<file path="config.mk">
export PLATFORM = sky130hd
export DESIGN_NAME = pdol_gpo_command_builder
export DESIGN_NICKNAME = d
export VERILOG_FILES = /design/src/design/pgcb_pkg.sv /design/src/design/pgcb_seq.sv /design/src/design/pgcb_dp.sv /design/src/design/pdol_gpo_command_builder.sv
export SDC_FILE = /design/constraint.sdc
export NUM_CORES = 1
export LEC_CHECK = 0
export ABC_CLOCK_PERIOD_IN_PS = 10400
export BUFFER_PORTS_ARGS = -buffer_cell sky130_fd_sc_hd__buf_2
export CORE_ASPECT_RATIO = 1.75
export CORE_MARGIN = 3
export CORE_UTILIZATION = 25
export CTS_CLUSTER_SIZE = 30
export DETAILED_ROUTE_END_ITERATION = 8
export PLACE_DENSITY_LB_ADDON = 0.05
export SLEW_MARGIN = 5
export SYNTH_ARGS = -nofsm -noshare
export SYNTH_HDL_FRONTEND = slang
export SYNTH_SLANG_ARGS = --single-unit
</file>
<file path="constraint.sdc">
create_clock -name aclk -period 10.4 [get_ports aclk]
set_clock_uncertainty 0.2 [all_clocks]
set_input_delay 1.04 -clock aclk [delete_from_list [all_inputs] [get_ports aclk]]
set_output_delay 1.04 -clock aclk [all_outputs]
set_load 0.01 [all_outputs]
</file>
<file path="src/design/pgcb_pkg.sv">
// Shared types, constants and microcode definitions for the GPO command builder.
package pgcb_pkg;

    // Default buffer capacity in bytes
    localparam int DATA_MAX_DEF = 64;

    // Configuration port geometry
    localparam int CFG_IDX_W  = 3;
    localparam int CFG_DATA_W = 48;

    // Register indexes on the configuration port
    localparam logic [CFG_IDX_W-1:0] REG_TXN_QUAL   = 3'd0;
    localparam logic [CFG_IDX_W-1:0] REG_AMOUNT     = 3'd1;
    localparam logic [CFG_IDX_W-1:0] REG_COUNTRY    = 3'd2;
    localparam logic [CFG_IDX_W-1:0] REG_CURRENCY   = 3'd3;
    localparam logic [CFG_IDX_W-1:0] REG_TXN_DATE   = 3'd4;
    localparam logic [CFG_IDX_W-1:0] REG_TXN_TYPE   = 3'd5;
    localparam logic [CFG_IDX_W-1:0] REG_UNPRED_NUM = 3'd6;

    // Terminal data reset values
    localparam logic [31:0] RST_TXN_QUAL   = 32'hE000_C800;
    localparam logic [47:0] RST_AMOUNT     = 48'h0000_0000_0001;
    localparam logic [15:0] RST_COUNTRY    = 16'h0840;
    localparam logic [15:0] RST_CURRENCY   = 16'h0840;
    localparam logic [23:0] RST_TXN_DATE   = 24'h24_0417;
    localparam logic [7:0]  RST_TXN_TYPE   = 8'h00;
    localparam logic [31:0] RST_UNPRED_NUM = 32'h1234_5678;

    // Tag bytes
    localparam logic [4:0] TAG_MULTI_MASK = 5'h1F;
    localparam logic [7:0] TAG_9F       = 8'h9F;
    localparam logic [7:0] TAG_5F       = 8'h5F;
    localparam logic [7:0] TAG2_TTQ     = 8'h66;
    localparam logic [7:0] TAG2_AMOUNT  = 8'h02;
    localparam logic [7:0] TAG2_COUNTRY = 8'h1A;
    localparam logic [7:0] TAG2_CURR    = 8'h2A;
    localparam logic [7:0] TAG2_UN      = 8'h37;
    localparam logic [7:0] TAG_DATE     = 8'h9A;
    localparam logic [7:0] TAG_TYPE     = 8'h9C;

    // Command header bytes
    localparam logic [7:0] CMD_CLA      = 8'h80;
    localparam logic [7:0] CMD_INS      = 8'hA8;
    localparam logic [7:0] CMD_P1P2     = 8'h00;
    localparam logic [7:0] CMD_TEMPLATE = 8'h83;
    localparam logic [7:0] CMD_LE       = 8'h00;

    // Byte positions in the command stream
    localparam int POS_CLA  = 0;
    localparam int POS_INS  = 1;
    localparam int POS_P1   = 2;
    localparam int POS_P2   = 3;
    localparam int POS_LC   = 4;
    localparam int POS_TMPL = 5;
    localparam int POS_LEN  = 6;
    localparam int POS_DATA = 7;

    // Datapath operations driven by the microcode
    typedef enum logic [2:0] {
        OP_NOP   = 3'd0,
        OP_PARSE = 3'd1,
        OP_PUSH  = 3'd2,
        OP_RDSET = 3'd3,
        OP_EMIT  = 3'd4
    } dp_op_t;

    // Jump conditions
    typedef enum logic [2:0] {
        C_ALWAYS   = 3'd0,
        C_ACCEPT   = 3'd1,
        C_FUNC     = 3'd2,
        C_FILLGO   = 3'd3,
        C_FILLLAST = 3'd4,
        C_OUTFREE  = 3'd5
    } cond_t;

    typedef logic [2:0] step_t;

    localparam step_t ST_IDLE     = 3'd0;
    localparam step_t ST_DISPATCH = 3'd1;
    localparam step_t ST_PARSE    = 3'd2;
    localparam step_t ST_FILL     = 3'd3;
    localparam step_t ST_RDSET    = 3'd4;
    localparam step_t ST_EMIT     = 3'd5;

    // One control word of the program
    typedef struct packed {
        logic   in_ready;
        dp_op_t op;
        cond_t  cond;
        step_t  tgt_t;
        step_t  tgt_f;
    } uword_t;

    // Sequencer to datapath control
    typedef struct packed {
        logic   accept;
        dp_op_t op;
    } dp_ctl_t;

    // Datapath to sequencer status
    typedef struct packed {
        logic func;
        logic fill_go;
        logic fill_last;
        logic out_free;
    } dp_stat_t;

endpackage

</file>
<file path="src/design/pgcb_seq.sv">
// Microcode sequencer: program ROM, step counter and conditional jumps.
module pgcb_seq
    import pgcb_pkg::*;
(
    input  logic     aclk,
    input  logic     aresetn,
    input  logic     s_tvalid,
    output logic     s_tready,
    input  dp_stat_t stat,
    output dp_ctl_t  ctl
);

    // Program store
    function automatic uword_t rom_word(input step_t s);
        uword_t w;
        begin
            w = '{in_ready: 1'b0, op: OP_NOP, cond: C_ALWAYS,
                  tgt_t: ST_IDLE, tgt_f: ST_IDLE};
            unique case (s)
                ST_IDLE:     w = '{1'b1, OP_NOP,   C_ACCEPT,   ST_DISPATCH, ST_IDLE};
                ST_DISPATCH: w = '{1'b0, OP_NOP,   C_FUNC,     ST_RDSET,    ST_PARSE};
                ST_PARSE:    w = '{1'b0, OP_PARSE, C_FILLGO,   ST_FILL,     ST_IDLE};
                ST_FILL:     w = '{1'b0, OP_PUSH,  C_FILLLAST, ST_IDLE,     ST_FILL};
                ST_RDSET:    w = '{1'b0, OP_RDSET, C_ALWAYS,   ST_EMIT,     ST_EMIT};
                ST_EMIT:     w = '{1'b0, OP_EMIT,  C_OUTFREE,  ST_IDLE,     ST_EMIT};
                default:     w = '{1'b0, OP_NOP,   C_ALWAYS,   ST_IDLE,     ST_IDLE};
            endcase
            rom_word = w;
        end
    endfunction

    step_t  step_reg, step_next;
    uword_t uw;
    logic   cond_hit;

    assign uw       = rom_word(step_reg);
    assign s_tready = uw.in_ready;
    assign ctl.accept = s_tvalid & uw.in_ready;
    assign ctl.op     = uw.op;

    // Condition select
    always_comb begin
        unique case (uw.cond)
            C_ALWAYS:   cond_hit = 1'b1;
            C_ACCEPT:   cond_hit = s_tvalid;
            C_FUNC:     cond_hit = stat.func;
            C_FILLGO:   cond_hit = stat.fill_go;
            C_FILLLAST: cond_hit = stat.fill_last;
            C_OUTFREE:  cond_hit = stat.out_free;
            default:    cond_hit = 1'b1;
        endcase
    end

    assign step_next = cond_hit ? uw.tgt_t : uw.tgt_f;

    always_ff @(posedge aclk) begin
        if (!aresetn) begin
            step_reg <= ST_IDLE;
        end else begin
            step_reg <= step_next;
        end
    end

`ifndef ASSERT_OFF
    // after an accepted beat the sequencer is busy before input ready returns
    a_busy_after_accept: assert property (@(posedge aclk) disable iff (!aresetn)
        s_tvalid && s_tready |=> !s_tready)
        else $error("input ready right after an accepted beat");

    // fill step is entered only from the parse step
    a_fill_entry: assert property (@(posedge aclk) disable iff (!aresetn)
        (step_reg == ST_FILL) && ($past(step_reg) != ST_FILL) |->
            $past(step_reg) == ST_PARSE)
        else $error("fill step entered from wrong step");
`endif

endmodule

</file>
<file path="src/design/pgcb_dp.sv">
// Datapath: list parser registers, fill buffer, terminal data and output stage.
module pgcb_dp
    import pgcb_pkg::*;
#(
    parameter int DATA_MAX = DATA_MAX_DEF
) (
    input  logic                  aclk,
    input  logic                  aresetn,
    input  logic                  cfg_wr_en,
    input  logic [CFG_IDX_W-1:0]  cfg_index,
    input  logic [CFG_DATA_W-1:0] cfg_wr_data,
    input  logic                  s_tuser,
    input  logic [7:0]            s_tdata,
    output logic                  m_tvalid,
    input  logic                  m_tready,
    output logic [7:0]            m_tdata,
    output logic                  m_tlast,
    output logic                  m_tuser,
    input  dp_ctl_t               ctl,
    output dp_stat_t              stat
);

    localparam int AW = $clog2(DATA_MAX);
    localparam int CW = $clog2(DATA_MAX + 1);
    localparam int PW = $clog2(DATA_MAX + POS_DATA + 1);

    typedef enum logic [2:0] {
        PH_TAG1 = 3'b001,
        PH_TAG2 = 3'b010,
        PH_LEN  = 3'b100
    } phase_t;

    // Terminal data registers
    logic [31:0] txn_qual_reg;
    logic [47:0] amount_reg;
    logic [15:0] country_reg;
    logic [15:0] currency_reg;
    logic [23:0] txn_date_reg;
    logic [7:0]  txn_type_reg;
    logic [31:0] unpred_reg;

    // Parser and buffer control
    logic          func_reg;
    logic [7:0]    byte_reg;
    phase_t        phase_reg;
    logic [7:0]    tag1_reg;
    logic [7:0]    tag2_reg;
    logic [CW-1:0] cnt_reg;
    logic          ovf_reg;
    logic [PW-1:0] pos_reg;
    logic          reading_reg;
    logic [7:0]    remain_reg;
    logic [47:0]   fval_reg;

    // Buffer and output stage
    logic [7:0]    buf_mem [DATA_MAX];
    logic [7:0]    rd_data_reg;
    logic          m_tvalid_reg;
    logic [7:0]    m_tdata_reg;
    logic          m_tlast_reg;
    logic          m_tuser_reg;

    logic          out_free;
    logic          do_push;
    logic          buf_room;
    logic          do_emit;
    logic [47:0]   fval_sel;
    logic [PW-1:0] pos_eff;
    logic [AW-1:0] rd_addr;
    logic [7:0]    emit_byte;
    logic          emit_fin;
    logic [PW-1:0] data_end;

    assign out_free = !m_tvalid_reg || m_tready;
    assign do_push  = (ctl.op == OP_PUSH);
    assign buf_room = (cnt_reg < CW'(DATA_MAX));
    assign do_emit  = (ctl.op == OP_EMIT) && out_free;

    assign stat.func      = func_reg;
    assign stat.fill_go   = !reading_reg && (phase_reg == PH_LEN) && (byte_reg != 8'd0);
    assign stat.fill_last = (remain_reg == 8'd1);
    assign stat.out_free  = out_free;

    // Source for a length byte: matching terminal item, left aligned, else zeros
    always_comb begin
        priority if (tag1_reg == TAG_9F && tag2_reg == TAG2_TTQ && byte_reg == 8'd4) begin
            fval_sel = {txn_qual_reg, 16'd0};
        end else if (tag1_reg == TAG_9F && tag2_reg == TAG2_AMOUNT && byte_reg == 8'd6) begin
            fval_sel = amount_reg;
        end else if (tag1_reg == TAG_9F && tag2_reg == TAG2_COUNTRY && byte_reg == 8'd2) begin
            fval_sel = {country_reg, 32'd0};
        end else if (tag1_reg == TAG_5F && tag2_reg == TAG2_CURR && byte_reg == 8'd2) begin
            fval_sel = {currency_reg, 32'd0};
        end else if (tag1_reg == TAG_DATE && byte_reg == 8'd3) begin
            fval_sel = {txn_date_reg, 24'd0};
        end else if (tag1_reg == TAG_TYPE && byte_reg == 8'd1) begin
            fval_sel = {txn_type_reg, 40'd0};
        end else if (tag1_reg == TAG_9F && tag2_reg == TAG2_UN && byte_reg == 8'd4) begin
            fval_sel = {unpred_reg, 16'd0};
        end else begin
            fval_sel = 48'd0;
        end
    end

    // Read position: a fresh command starts at the header
    assign pos_eff  = reading_reg ? pos_reg : '0;
    assign rd_addr  = AW'(PW'(pos_eff - PW'(POS_DATA)));
    assign data_end = PW'(PW'(cnt_reg) + PW'(POS_DATA));

    // Command byte at the current position
    always_comb begin
        emit_fin = 1'b0;
        priority if (pos_reg == PW'(POS_CLA)) begin
            emit_byte = CMD_CLA;
        end else if (pos_reg == PW'(POS_INS)) begin
            emit_byte = CMD_INS;
        end else if (pos_reg == PW'(POS_P1) || pos_reg == PW'(POS_P2)) begin
            emit_byte = CMD_P1P2;
        end else if (pos_reg == PW'(POS_LC)) begin
            emit_byte = 8'(8'(cnt_reg) + 8'd2);
        end else if (pos_reg == PW'(POS_TMPL)) begin
            emit_byte = CMD_TEMPLATE;
        end else if (pos_reg == PW'(POS_LEN)) begin
            emit_byte = 8'(cnt_reg);
        end else if (pos_reg < data_end) begin
            emit_byte = rd_data_reg;
        end else begin
            emit_byte = CMD_LE;
            emit_fin  = 1'b1;
        end
    end

    // Configuration writes
    always_ff @(posedge aclk) begin
        if (!aresetn) begin
            txn_qual_reg <= RST_TXN_QUAL;
            amount_reg   <= RST_AMOUNT;
            country_reg  <= RST_COUNTRY;
            currency_reg <= RST_CURRENCY;
            txn_date_reg <= RST_TXN_DATE;
            txn_type_reg <= RST_TXN_TYPE;
            unpred_reg   <= RST_UNPRED_NUM;
        end else if (cfg_wr_en) begin
            unique case (cfg_index)
                REG_TXN_QUAL:   txn_qual_reg <= cfg_wr_data[31:0];
                REG_AMOUNT:     amount_reg   <= cfg_wr_data[47:0];
                REG_COUNTRY:    country_reg  <= cfg_wr_data[15:0];
                REG_CURRENCY:   currency_reg <= cfg_wr_data[15:0];
                REG_TXN_DATE:   txn_date_reg <= cfg_wr_data[23:0];
                REG_TXN_TYPE:   txn_type_reg <= cfg_wr_data[7:0];
                REG_UNPRED_NUM: unpred_reg   <= cfg_wr_data[31:0];
                default: ;
            endcase
        end
    end

    // Parser, buffer bookkeeping and command stream control
    always_ff @(posedge aclk) begin
        if (!aresetn) begin
            phase_reg    <= PH_TAG1;
            tag1_reg     <= '0;
            tag2_reg     <= '0;
            cnt_reg      <= '0;
            ovf_reg      <= 1'b0;
            pos_reg      <= '0;
            reading_reg  <= 1'b0;
            remain_reg   <= '0;
            m_tvalid_reg <= 1'b0;
        end else begin
            // output beat: load on emit, drop once taken
            if (do_emit) begin
                m_tvalid_reg <= 1'b1;
            end else if (m_tready) begin
                m_tvalid_reg <= 1'b0;
            end
            unique case (ctl.op)
                OP_PARSE: begin
                    if (!reading_reg) begin
                        unique case (phase_reg)
                            PH_TAG1: begin
                                tag1_reg  <= byte_reg;
                                tag2_reg  <= '0;
                                phase_reg <= (byte_reg[4:0] == TAG_MULTI_MASK) ?
                                             PH_TAG2 : PH_LEN;
                            end
                            PH_TAG2: begin
                                tag2_reg  <= byte_reg;
                                phase_reg <= PH_LEN;
                            end
                            PH_LEN: begin
                                remain_reg <= byte_reg;
                                phase_reg  <= PH_TAG1;
                            end
                            default: phase_reg <= PH_TAG1;
                        endcase
                    end
                end
                OP_PUSH: begin
                    remain_reg <= remain_reg - 8'd1;
                    if (buf_room) begin
                        cnt_reg <= cnt_reg + CW'(1);
                    end else begin
                        ovf_reg <= 1'b1;
                    end
                end
                OP_RDSET: begin
                    reading_reg <= 1'b1;
                    pos_reg     <= pos_eff;
                end
                OP_EMIT: begin
                    if (out_free) begin
                        if (emit_fin) begin
                            phase_reg   <= PH_TAG1;
                            tag1_reg    <= '0;
                            tag2_reg    <= '0;
                            cnt_reg     <= '0;
                            ovf_reg     <= 1'b0;
                            pos_reg     <= '0;
                            reading_reg <= 1'b0;
                        end else begin
                            pos_reg <= pos_reg + PW'(1);
                        end
                    end
                end
                default: ;
            endcase
        end
    end

    // Payload registers
    always_ff @(posedge aclk) begin
        if (ctl.accept) begin
            func_reg <= s_tuser;
            byte_reg <= s_tdata;
        end
        if (ctl.op == OP_PARSE) begin
            fval_reg <= fval_sel;
        end else if (do_push) begin
            fval_reg <= {fval_reg[39:0], 8'd0};
        end
        if (do_emit) begin
            m_tdata_reg <= emit_byte;
            m_tlast_reg <= emit_fin;
            m_tuser_reg <= ovf_reg;
        end
    end

    // Fill buffer
    always_ff @(posedge aclk) begin
        if (do_push && buf_room) begin
            buf_mem[cnt_reg[AW-1:0]] <= fval_reg[47:40];
        end
        if (ctl.op == OP_RDSET) begin
            rd_data_reg <= buf_mem[rd_addr];
        end
    end

    assign m_tvalid = m_tvalid_reg;
    assign m_tdata  = m_tdata_reg;
    assign m_tlast  = m_tlast_reg;
    assign m_tuser  = m_tuser_reg;

`ifndef ASSERT_OFF
    a_cnt_bound: assert property (@(posedge aclk) disable iff (!aresetn)
        cnt_reg <= CW'(DATA_MAX))
        else $error("fill count beyond capacity");

    a_ovf_full: assert property (@(posedge aclk) disable iff (!aresetn)
        ovf_reg |-> cnt_reg == CW'(DATA_MAX))
        else $error("truncation flagged with room left");

    a_clear_on_final: assert property (@(posedge aclk) disable iff (!aresetn)
        do_emit && emit_fin |=> cnt_reg == '0 && !reading_reg && !ovf_reg)
        else $error("list not cleared after final byte");

    a_push_loading: assert property (@(posedge aclk) disable iff (!aresetn)
        do_push |-> !reading_reg)
        else $error("buffer filled while streaming");
`endif

endmodule

</file>
<file path="src/design/pdol_gpo_command_builder.sv">
// A read beat passes the dispatch, read-setup and emit steps before it shows
// on m_tvalid (emit waits while the output is held); a tag byte passes dispatch
// and parse, and a length byte that fills L bytes goes on to the fill step, which
// pushes one buffer byte per cycle. A command of L data bytes takes L + 8 read beats.
// Reset: aresetn synchronous, active low; clears the list, the sequencer
// and the output stage and restores the terminal data registers.
module pdol_gpo_command_builder
    import pgcb_pkg::*;
#(
    parameter int DATA_MAX = DATA_MAX_DEF
) (
    input  logic                  aclk,
    input  logic                  aresetn,
    // configuration write port
    input  logic                  cfg_wr_en,
    input  logic [CFG_IDX_W-1:0]  cfg_index,
    input  logic [CFG_DATA_W-1:0] cfg_wr_data,
    // input beats
    input  logic                  s_tvalid,
    output logic                  s_tready,
    input  logic [7:0]            s_tdata,   // [7:0] list_byte
    input  logic                  s_tuser,   // [0] func
    // command beats
    output logic                  m_tvalid,
    input  logic                  m_tready,
    output logic [7:0]            m_tdata,   // [7:0] command_byte
    output logic                  m_tlast,   // final_byte
    output logic                  m_tuser    // [0] data_truncated
);

    dp_ctl_t  ctl;
    dp_stat_t stat;

    pgcb_seq u_seq (
        .aclk     (aclk),
        .aresetn  (aresetn),
        .s_tvalid (s_tvalid),
        .s_tready (s_tready),
        .stat     (stat),
        .ctl      (ctl)
    );

    pgcb_dp #(
        .DATA_MAX (DATA_MAX)
    ) u_dp (
        .aclk        (aclk),
        .aresetn     (aresetn),
        .cfg_wr_en   (cfg_wr_en),
        .cfg_index   (cfg_index),
        .cfg_wr_data (cfg_wr_data),
        .s_tuser     (s_tuser),
        .s_tdata     (s_tdata),
        .m_tvalid    (m_tvalid),
        .m_tready    (m_tready),
        .m_tdata     (m_tdata),
        .m_tlast     (m_tlast),
        .m_tuser     (m_tuser),
        .ctl         (ctl),
        .stat        (stat)
    );

endmodule
</file>
After elaboration in Yosys (flattened, before gate mapping)
Memories as Yosys holds them, arrays and structs flattened. A register that Yosys moved wholly into a read port is not among the register bits.
Index checks and enable logic that the tools add are counted.
{"block": "totals", "inputBits": 65, "reg_bits": 290, "elab_cells": 193, "output_inout_bits": 12, "mem_count": 1, "ram_bits": 512}
{"block": "classes", "n_eq_ne": 53, "reduce_logical": 46, "bitwise_logic": 1, "magnitude_cmp": 2, "muxes": 59, "addsub": 6}
{"memory": "u_dp.buf_mem", "words": 64, "word_bits": 8, "rd": 1, "rd_ports_with_merged_regs": 1, "write_ports": 1, "line_no": "pgcb_dp.sv:56", "source": "logic [7:0] buf_mem [DATA_MAX];"}
{"cell": "2-to-1 mux 48 bit", "count": 9}
{"cell": "2-to-1 mux 8 bit", "count": 12}
{"cell": "case mux 13 bit (6 select lines)", "count": 1}
{"cell": "case mux 8 bit (2 select lines)", "count": 4}
{"cell": "2-to-1 mux 7 bit", "count": 6}
{"cell": "case mux 7 bit (2 select lines)", "count": 2}
{"cell": "== test 3 x 2 -> 1 bit, second input constant", "count": 9}
{"cell": "== test 3 bit, second input constant", "count": 9}
{"cell": "== test 8 x 2 -> 1 bit, second input constant", "count": 3}
{"cell": "== test 8 bit, second input constant", "count": 3}
{"cell": "== test 7 x 3 -> 1 bit, second input constant", "count": 3}
{"cell": "== test 8 x 1 -> 1 bit, second input constant", "count": 2}
{"cell": "== test 8 x 3 -> 1 bit, second input constant", "count": 2}
{"cell": "== test 8 x 6 -> 1 bit, second input constant", "count": 2}
{"cell": "== test 8 x 7 -> 1 bit, second input constant", "count": 2}
{"cell": "logical AND 1 bit", "count": 16}
{"cell": "AND reduction 2 bit", "count": 8}
{"cell": "== test 3 x 1 -> 1 bit, second input constant", "count": 5}
{"cell": "2-to-1 mux 3 bit", "count": 5}
{"cell": "adder 7 x 1 -> 7 bit, second input constant", "count": 2}
{"cell": "== test 7 x 2 -> 1 bit, second input constant", "count": 2}
{"cell": "2-to-1 mux 1 bit", "count": 14}
{"cell": "case mux 3 bit (2 select lines)", "count": 2}
{"cell": "AND reduction 4 bit", "count": 3}
{"cell": "other kinds (26)", "count": 41}

Logic depth before layout (Yosys ltp)
Gate-level depths: netlist (run 1).
{"block": "logic_depth", "depth_word": 12, "depth_mapped": 16, "ltp_nobuf": 11}

Modules after synthesis
A second synthesis (run 1) with hierarchy kept.
{"block": "unflattened", "hier_cells": 2516, "hier_area_um2": 33143.0}
{"module": "pgcb_dp", "cells_each": 2485, "area_per_inst_um2": 32912.8, "n_inst": 1, "seq_area_each_um2": 22031.1}
{"module": "pgcb_seq", "cells_each": 31, "area_per_inst_um2": 230.2, "n_inst": 1, "seq_area_each_um2": 60.1}

Least setup slack after synthesis (run 1)
Ideal clock, no wire load.
{"block": "synth_path", "path_kind": "reg2reg", "from": "register u_seq.step_reg[1]", "to": "register u_dp.tag1_reg[0]", "t_required_ps": 10130, "period_less_slack_ps": 4349, "stages_incl_launch_ff": 7, "path_slack_ps": 6051, "arrival_time_ps": 4079, "cell_sequence": "dfxtp_1 -> buf_2 -> nor2b_1 -> nand2_1 -> nor4_1 -> nand3_1 -> a21oi_1"}
{"block": "synth_between", "elab_chain_len": 5}
{"element": "start, declared", "line_no": "pgcb_seq.sv:32", "source": "step_t step_reg, step_next;"}
{"element": "start signal, assigned", "line_no": "pgcb_seq.sv:60", "source": "step_reg <= step_next;"}
{"element": "== test 3 bit (tied with other cells)", "line_no": "pgcb_seq.sv:19", "source": "unique case (s)"}
{"element": "case mux 13 bit (6 select lines) *", "line_no": "pgcb_seq.sv:19"}
{"element": "== test 3 x 1 -> 1 bit or == test 3 bit (tied branches)", "line_no": "pgcb_dp.sv:176", "source": "unique case (ctl.op)"}
{"element": "!= test 2 bit (no line) (tied with other cells)"}
{"element": "AND reduction 5 bit (no line)"}
{"element": "end signal, assigned", "line_no": "pgcb_dp.sv:181", "source": "tag1_reg <= byte_reg;"}
{"element": "end, declared", "line_no": "pgcb_dp.sv:46", "source": "logic [7:0] tag1_reg;"}
Mark *: on every way between the ends. The rest lies on a longest branch, timed or not.
A chain may end at the register's enable or synchronous reset.

Worst setup path in the final report (run 1)
{"block": "layout_path", "from": "register u_dp.reading_reg", "to": "register u_dp.rd_data_reg[1] (read register of u_dp.buf_mem) (data pin)"}
{"block": "layout_between", "elab_chain_len": 2}
{"element": "start, declared", "line_no": "pgcb_dp.sv:51", "source": "logic reading_reg;"}
{"element": "start signal, assigned", "line_no": "pgcb_dp.sv:166", "source": "reading_reg <= 1'b0;"}
{"element": "start signal, assigned", "line_no": "pgcb_dp.sv:207", "source": "reading_reg <= 1'b1;"}
{"element": "start signal, assigned", "line_no": "pgcb_dp.sv:219", "source": "reading_reg <= 1'b0;"}
{"element": "2-to-1 mux 7 bit", "line_no": "pgcb_dp.sv:106", "source": "assign pos_eff = reading_reg ? pos_reg : '0;"}
{"element": "subtractor 6 x 3 -> 6 bit", "line_no": "pgcb_dp.sv:107", "source": "assign rd_addr = AW'(PW'(pos_eff - PW'(POS_DATA)));"}
{"element": "end, declared", "line_no": "pgcb_dp.sv:57", "source": "logic [7:0] rd_data_reg;"}
Every way passes these cells.

==> results of run 1 <==
logic make-up (layout without fill, tap and decap cells):
logic type / count (synthesis) / after routing / share of synthesized area
buf+inv: 199 / 318 / 0.0265
mux: 126 / 126 / 0.0768
compound gates: 515 / 515 / 0.102
flops: 810 / 810 / 0.662
xor+xnor: 17 / 17 / 0.00446
fa+ha+maj: 20 / 20 / 0.00750
other cells: 0 / 7 / 0
simple gates: 874 / 874 / 0.121
critical path, cell delays in order, from the launching register on:
cell and delay [ns]:
dfxtp_2 0.31, buf_4 0.43, inv_1 0.47, nor2_1 0.25, ha_2 0.24, a21boi_0 0.23
or2_4 0.69, buf_4 0.78, mux4_2 0.42, a22oi_1 0.28, and3_1 0.34, nor4_1 0.10
cell usage after synthesis, drive strengths merged (9+ instances only):
cell type,instances,area share
clkbuf,98,0.011
a211oi,25,0.0056
o221ai,16,0.0042
mux4,103,0.070
mux2,10,0.0034
o211a,9,0.0027
nor3,27,0.0044
nor2b,17,0.0032
a222oi,13,0.0039
nand3,116,0.017
ha,20,0.0075
o21ai,41,0.0063
and2,17,0.0032
a21boi,10,0.0024
xnor2,11,0.0029
o22ai,12,0.0023
and3,28,0.0053
inv,31,0.0035
nand2b,25,0.0047
o22a,14,0.0037
mux2i,13,0.0039
edfxtp,587,0.53
a31oi,28,0.0053
a22oi,33,0.0074
dfxtp,223,0.13
buf,69,0.012
a21oi,225,0.034
nor2,147,0.017
o211ai,9,0.0020
a2111oi,11,0.0029
nand2,424,0.048
a221oi,10,0.0026
nor4,15,0.0036
cell type report:
class	instances	area, um^2
Multi-Input combinational cell	1552	10500
Clock inverter	47	442
Timing Repair Buffer	126	746
Antenna cell	7	17.5
Clock buffer	113	2360
Tap cell	1691	2120
Sequential cell	810	22100
Fill cell	13300	93500
Inverter	32	128
power by group through the flow:
stage                     Combinational [uW]  Clock, uW  Sequential (uW)
after global routing                     573       3340             3670
after global placement                   537          0             3730
after CTS                                543       3230             3660
final                                    521       3110             3660
after detailed placement                 541          0             3730
after floorplan                          277          0             3720
cell usage in the layout, fill, tap and decap left out, types with 13 or more instances in the layout:
cell	n
dfxtp_1	222
a222oi_1	13
buf_2	80
nand3_1	116
o21ai_0	33
nor2b_1	16
a21oi_1	225
and2_1	17
clkbuf_16	88
nor2_1	139
clkinv_1	14
nand2_1	422
o22a_1	14
buf_4	46
and3_1	28
a31oi_1	28
o221ai_1	16
a22oi_1	33
mux4_2	103
nor3_1	23
edfxtp_1	587
inv_1	30
nand2b_1	25
clkinv_2	16
a211oi_1	25
ha_1	19
clkbuf_1	19
mux2i_1	13
layer usage:
metal  vias to the layer above  routed length, um  GRT usage
li1                       9773                  -          -
met2                       527              66600      0.337
met4                         0               4090     0.0659
met1                     11000              43200      0.182
met3                       152               4410     0.0231
met5                         -                  0          0
per-stage QoR:
step | setup WS [ns] | instances | cell area [um^2] | utilization
floorplan | 6.05 | 2561 | 33400 | -
global placement | 4.93 | 4207 | 35500 | 0.269
detailed placement | 5.07 | 4211 | 35500 | 0.269
finish | 5.28 | 4378 | 38400 | 0.291
global route | 4.88 | 4374 | 38300 | 0.291
CTS | 5.05 | 4371 | 38300 | 0.291
worst max path at each step:
| stage | end | startpoint | depth (start not counted) | slack (ns) |
|---|---|---|---|---|
| after floorplan | u_dp.tag1_reg[0] | u_seq.step_reg[1] | 6 | 6.05 |
| after global placement | u_dp.rd_data_reg[0] | u_dp.reading_reg | 9 | 4.93 |
| after detailed placement | u_dp.rd_data_reg[6] | u_dp.reading_reg | 11 | 5.07 |
| after CTS | u_dp.rd_data_reg[6] | u_dp.reading_reg | 11 | 5.05 |
| after global routing | u_dp.rd_data_reg[6] | u_dp.reading_reg | 11 | 4.88 |
| final | u_dp.rd_data_reg[1] | u_dp.reading_reg | 11 | 5.28 |
==> flow_summary.ini, run 1 <==
[job]
drv_cap = 0

[cts]
insertion_delay_ns = 0.68
htreeDepth = 3
cts.sink_count = 810
post_cts_resize_count = 0
postCtsSetupBuffers = 0
clk_pin_slew_ns = 0.06
cts.path.max_buffers = 3
postCtsHoldBufs = 0
cts_tree = built
cts_buffers = 86
root_buffer = clkbuf_16

[global_routing]
grt_pass1_wl_um = 169000
grt.overflow.total = 0
grt_util_all_layers = 0.172
grt_max_degree = 72
grt_pass1_vias = 22600
antenna_found_initial = 8

[timing]
hold_violations = 0
relSlewSlack = 0.128
rsz0062_at_grt = no
fin_crit_sh = 0.492
max_freq_ghz = 0.195
fin_crit_ns = 5.12
timing.setup.tns_ns = 0
setup-violations-final = 0
hold_ws_ns = 0.249
drv_slew = 0
worst_pin_slew_ns = 1.27

[detailed_routing]
antenna_left = 0
drcViolationCount = 0
dr_total_vias = 21500
drtPass1Iterations = 6
wl_per_cell_um = 27.0
first_iter_violations = 1445
routed_wl_um = 118000
avgViaCountPerCell = 4.91

[pwr]
p_switching_uw = 1810
seq_power_share = 0.502
peakVddDrop_uv = 122
comb_power_share = 0.071
switching_share = 0.248
leakagePower_uw = 0.0122
power_uw = 7300
internal-power_uw = 5480
clkPwrFrac = 0.427
pwr_density_cell_nw_per_um2 = 190

[floorplanning]
boundaryPins = 77
dieArea_um2 = 138000
initial_core_util = 0.253
core-area_um2 = 132000
placementRows = 176
die_h_um = 489
die_w_um = 282

[synth]
syn-cell-area_um2 = 33400
yosysSeqAreaShare = 0.662
synth.avg_cell_area_um2 = 13.0
yosysUniqueCellTypes = 86
synth_edf_count = 587
postSynthCellCount = 2561
syn-num-nets = 2646
yosysWarnings = 0
ys_ff_latch = 810
synthFlopType = edfxtp_1
async_flop_share = 0

[worst_setup_path]
worstReg2RegEnd = u_dp.rd_data_reg[1]
r2r_slack_ns = 5.28
worstPathArrival_ns = 5.34
cp.required_ns = 10.62
r2r-start = u_dp.reading_reg
worst_setup_path_end_kind = flip-flop
path_class = reg2reg
start_kind = flip-flop
reg2regPathDepth = 11
cp_max_fo = 56

[placement]
dp_hpwl_um = 77600
place_congestion = 0.781
port_buffers = 76

[finish]
largest_reg_flops = 512
drive_gt1_frac = 0.156
syn2layout_area_growth_pct = 15.0
nets = 2693

[worst_hold_path]
holdCritPathClass = reg2reg
hp-start = u_dp.ovf_reg
hold_end = u_dp.m_tuser
hold_depth = 0

[outcome]
status = finished clean
Note: power is estimated with default switching activity, not from simulation.
==> inputs of run 2 (changes only) <==
- ABC_CLOCK_PERIOD_IN_PS: 10400 -> 4600
- clock period: 10.4 -> 4.6 ns (I/O delays scaled with it)
==> flow_summary.ini, run 2 (synthesized netlist as in run 1, its figures left out) <==
[outcome]
status = finished clean

[pwr]
peakVddDrop_uv = 231
pwr_density_cell_nw_per_um2 = 414
clkPwrFrac = 0.419
internal-power_uw = 12400
power_uw = 16400
switching_share = 0.244
comb_power_share = 0.077
p_switching_uw = 4000
seq_power_share = 0.504
leakagePower_uw = 0.0129

[worst_setup_path]
reg2regPathDepth = 7
cp.required_ns = 4.83
startpoint = u_dp.reading_reg
worstReg2RegEnd = u_dp.rd_data_reg[6]
r2r-start = u_dp.reading_reg
cp_max_fo = 53
path_class = reg2reg
worstPathArrival_ns = 4.14
worst_setup_path_end_kind = flip-flop
crit_end = u_dp.rd_data_reg[6]
r2r_slack_ns = 0.70
start_kind = flip-flop

[cts]
cts_tree = built
clk_pin_slew_ns = 0.06
insertion_delay_ns = 0.68
cts_buffers = 84
cts.sink_count = 810
root_buffer = clkbuf_16
post_cts_resize_count = 0
htreeDepth = 3
cts.path.max_buffers = 3

[global_routing]
grt_max_degree = 99
grt_pass1_wl_um = 173000
top_usage_layer = met2
grt.overflow.total = 0
grt_pass1_vias = 23200
grt_util_all_layers = 0.176
grtUsageMet1 = 0.187
gr-usage-met2 = 0.349
antenna_found_initial = 1
globalRouteMet3Util = 0.0215

[timing]
fin_crit_sh = 0.849
hold_violations = 0
setup-violations-final = 0
worst_pin_slew_ns = 1.09
relSlewSlack = 0.271
fin_crit_ns = 3.90
layout_setup_ws_ns = 0.696
timing.setup.tns_ns = 0
rsz0062_at_grt = no
drv_slew = 0
max_freq_ghz = 0.256

[finish]
largest_reg_flops = 512
syn2layout_area_growth_pct = 18.6
nets = 2839
final_area_um2 = 39600
utilization = 0.300
mostFrequentLayoutCell = edfxtp_1
layout_common_cells = edfxtp_1 (587), nand2_1 (422), a21oi_1 (225)
drive_gt1_frac = 0.175

[detailed_routing]
wl_per_cell_um = 26.8
avgViaCountPerCell = 4.90
drtPass1Iterations = 7
drcViolationCount = 0
antenna_left = 0
first_iter_violations = 1406
routed_wl_um = 121000
dr_total_vias = 22100

[job]
drv_cap = 0

[floorplanning]
core-area_um2 = 132000
die_h_um = 489
dieArea_um2 = 138000
initial_core_util = 0.253
placementRows = 176
boundaryPins = 77
die_w_um = 282

[placement]
placedInstanceArea_um2 = 36300
place_congestion = 0.797
place_ws_ns = 0.535
port_buffers = 76
dp_hpwl_um = 80800

[worst_hold_path]
holdCritPathClass = in2reg
[run 2: cell types whose count changed in the layout (fill, tap and decap cells not counted), moves of 3 or more]
cell,before,now
a2111oi_0,4,9
a2111oi_1,5,2
buf_12,0,5
buf_2,80,76
buf_4,46,135
clkbuf_16,88,85
clkinv_1,14,17
diode_2,7,1
dlygate4sd3_1,0,58
[run 2: per-stage QoR]
stage               hold slack, ns  std cells
finish                       0.148       4512
global route                 0.158       4512
CTS                         0.0740       4511
detailed placement           0.240       4301
global placement             0.235       4301
floorplan                    0.209       2561
[run 2: cell type report]
type	instances	area, um^2
inverter	32	128
multi-input combinational	1552	10400
clock inverter	45	450
antenna	1	2.50
timing repair buffer	274	2070
sequential	810	22100
fill	13200	92400
tap	1691	2120
clock buffer	107	2250
[run 2: critical path, cell delays in order (launching register included)]
cell	delay, ns
dfxtp_2	0.45
nand2_2	0.24
inv_4	0.12
buf_4	0.67
mux4_2	0.65
a2111oi_1	0.98
buf_4	0.26
nor4_1	0.05
[run 2: worst min path at each step]
| stage | startpoint | endpoint | slack [ns] | depth (start not counted) |
|---|---|---|---|---|
| after floorplan | u_dp.ovf_reg | u_dp.m_tuser | 0.21 | 0 |
| after global placement | u_dp.ovf_reg | u_dp.m_tuser | 0.24 | 0 |
| after detailed placement | u_dp.ovf_reg | u_dp.m_tuser | 0.24 | 0 |
| after CTS | cfg_index[0] | u_dp.country_reg[0] | 0.07 | 4 |
| after global routing | cfg_index[0] | u_dp.country_reg[3] | 0.16 | 4 |
| final | aresetn | u_dp.txn_qual_reg[25] | 0.15 | 3 |
[run 2: what timing repair did]
action	in CTS	in global routing
hold buffers	58	0
buffers inserted	0	0
endpoints found under the hold margin	186	0
[run 2: layer usage]
metal / share of wire / vias to the layer above
met3: 0.034 / 157
met5: 0 / -
met1: 0.36 / 11400
met4: 0.034 / 0
met2: 0.57 / 513
li1: - / 10100
[run 2: power groups by stage]
stage	combinational [uW]	sequential, uW	clock [uW]
floorplan	627	8410	0
global placement	1260	8420	0
detailed placement	1270	8420	0
CTS	1320	8260	7130
global route	1400	8280	7380
finish	1270	8260	6860
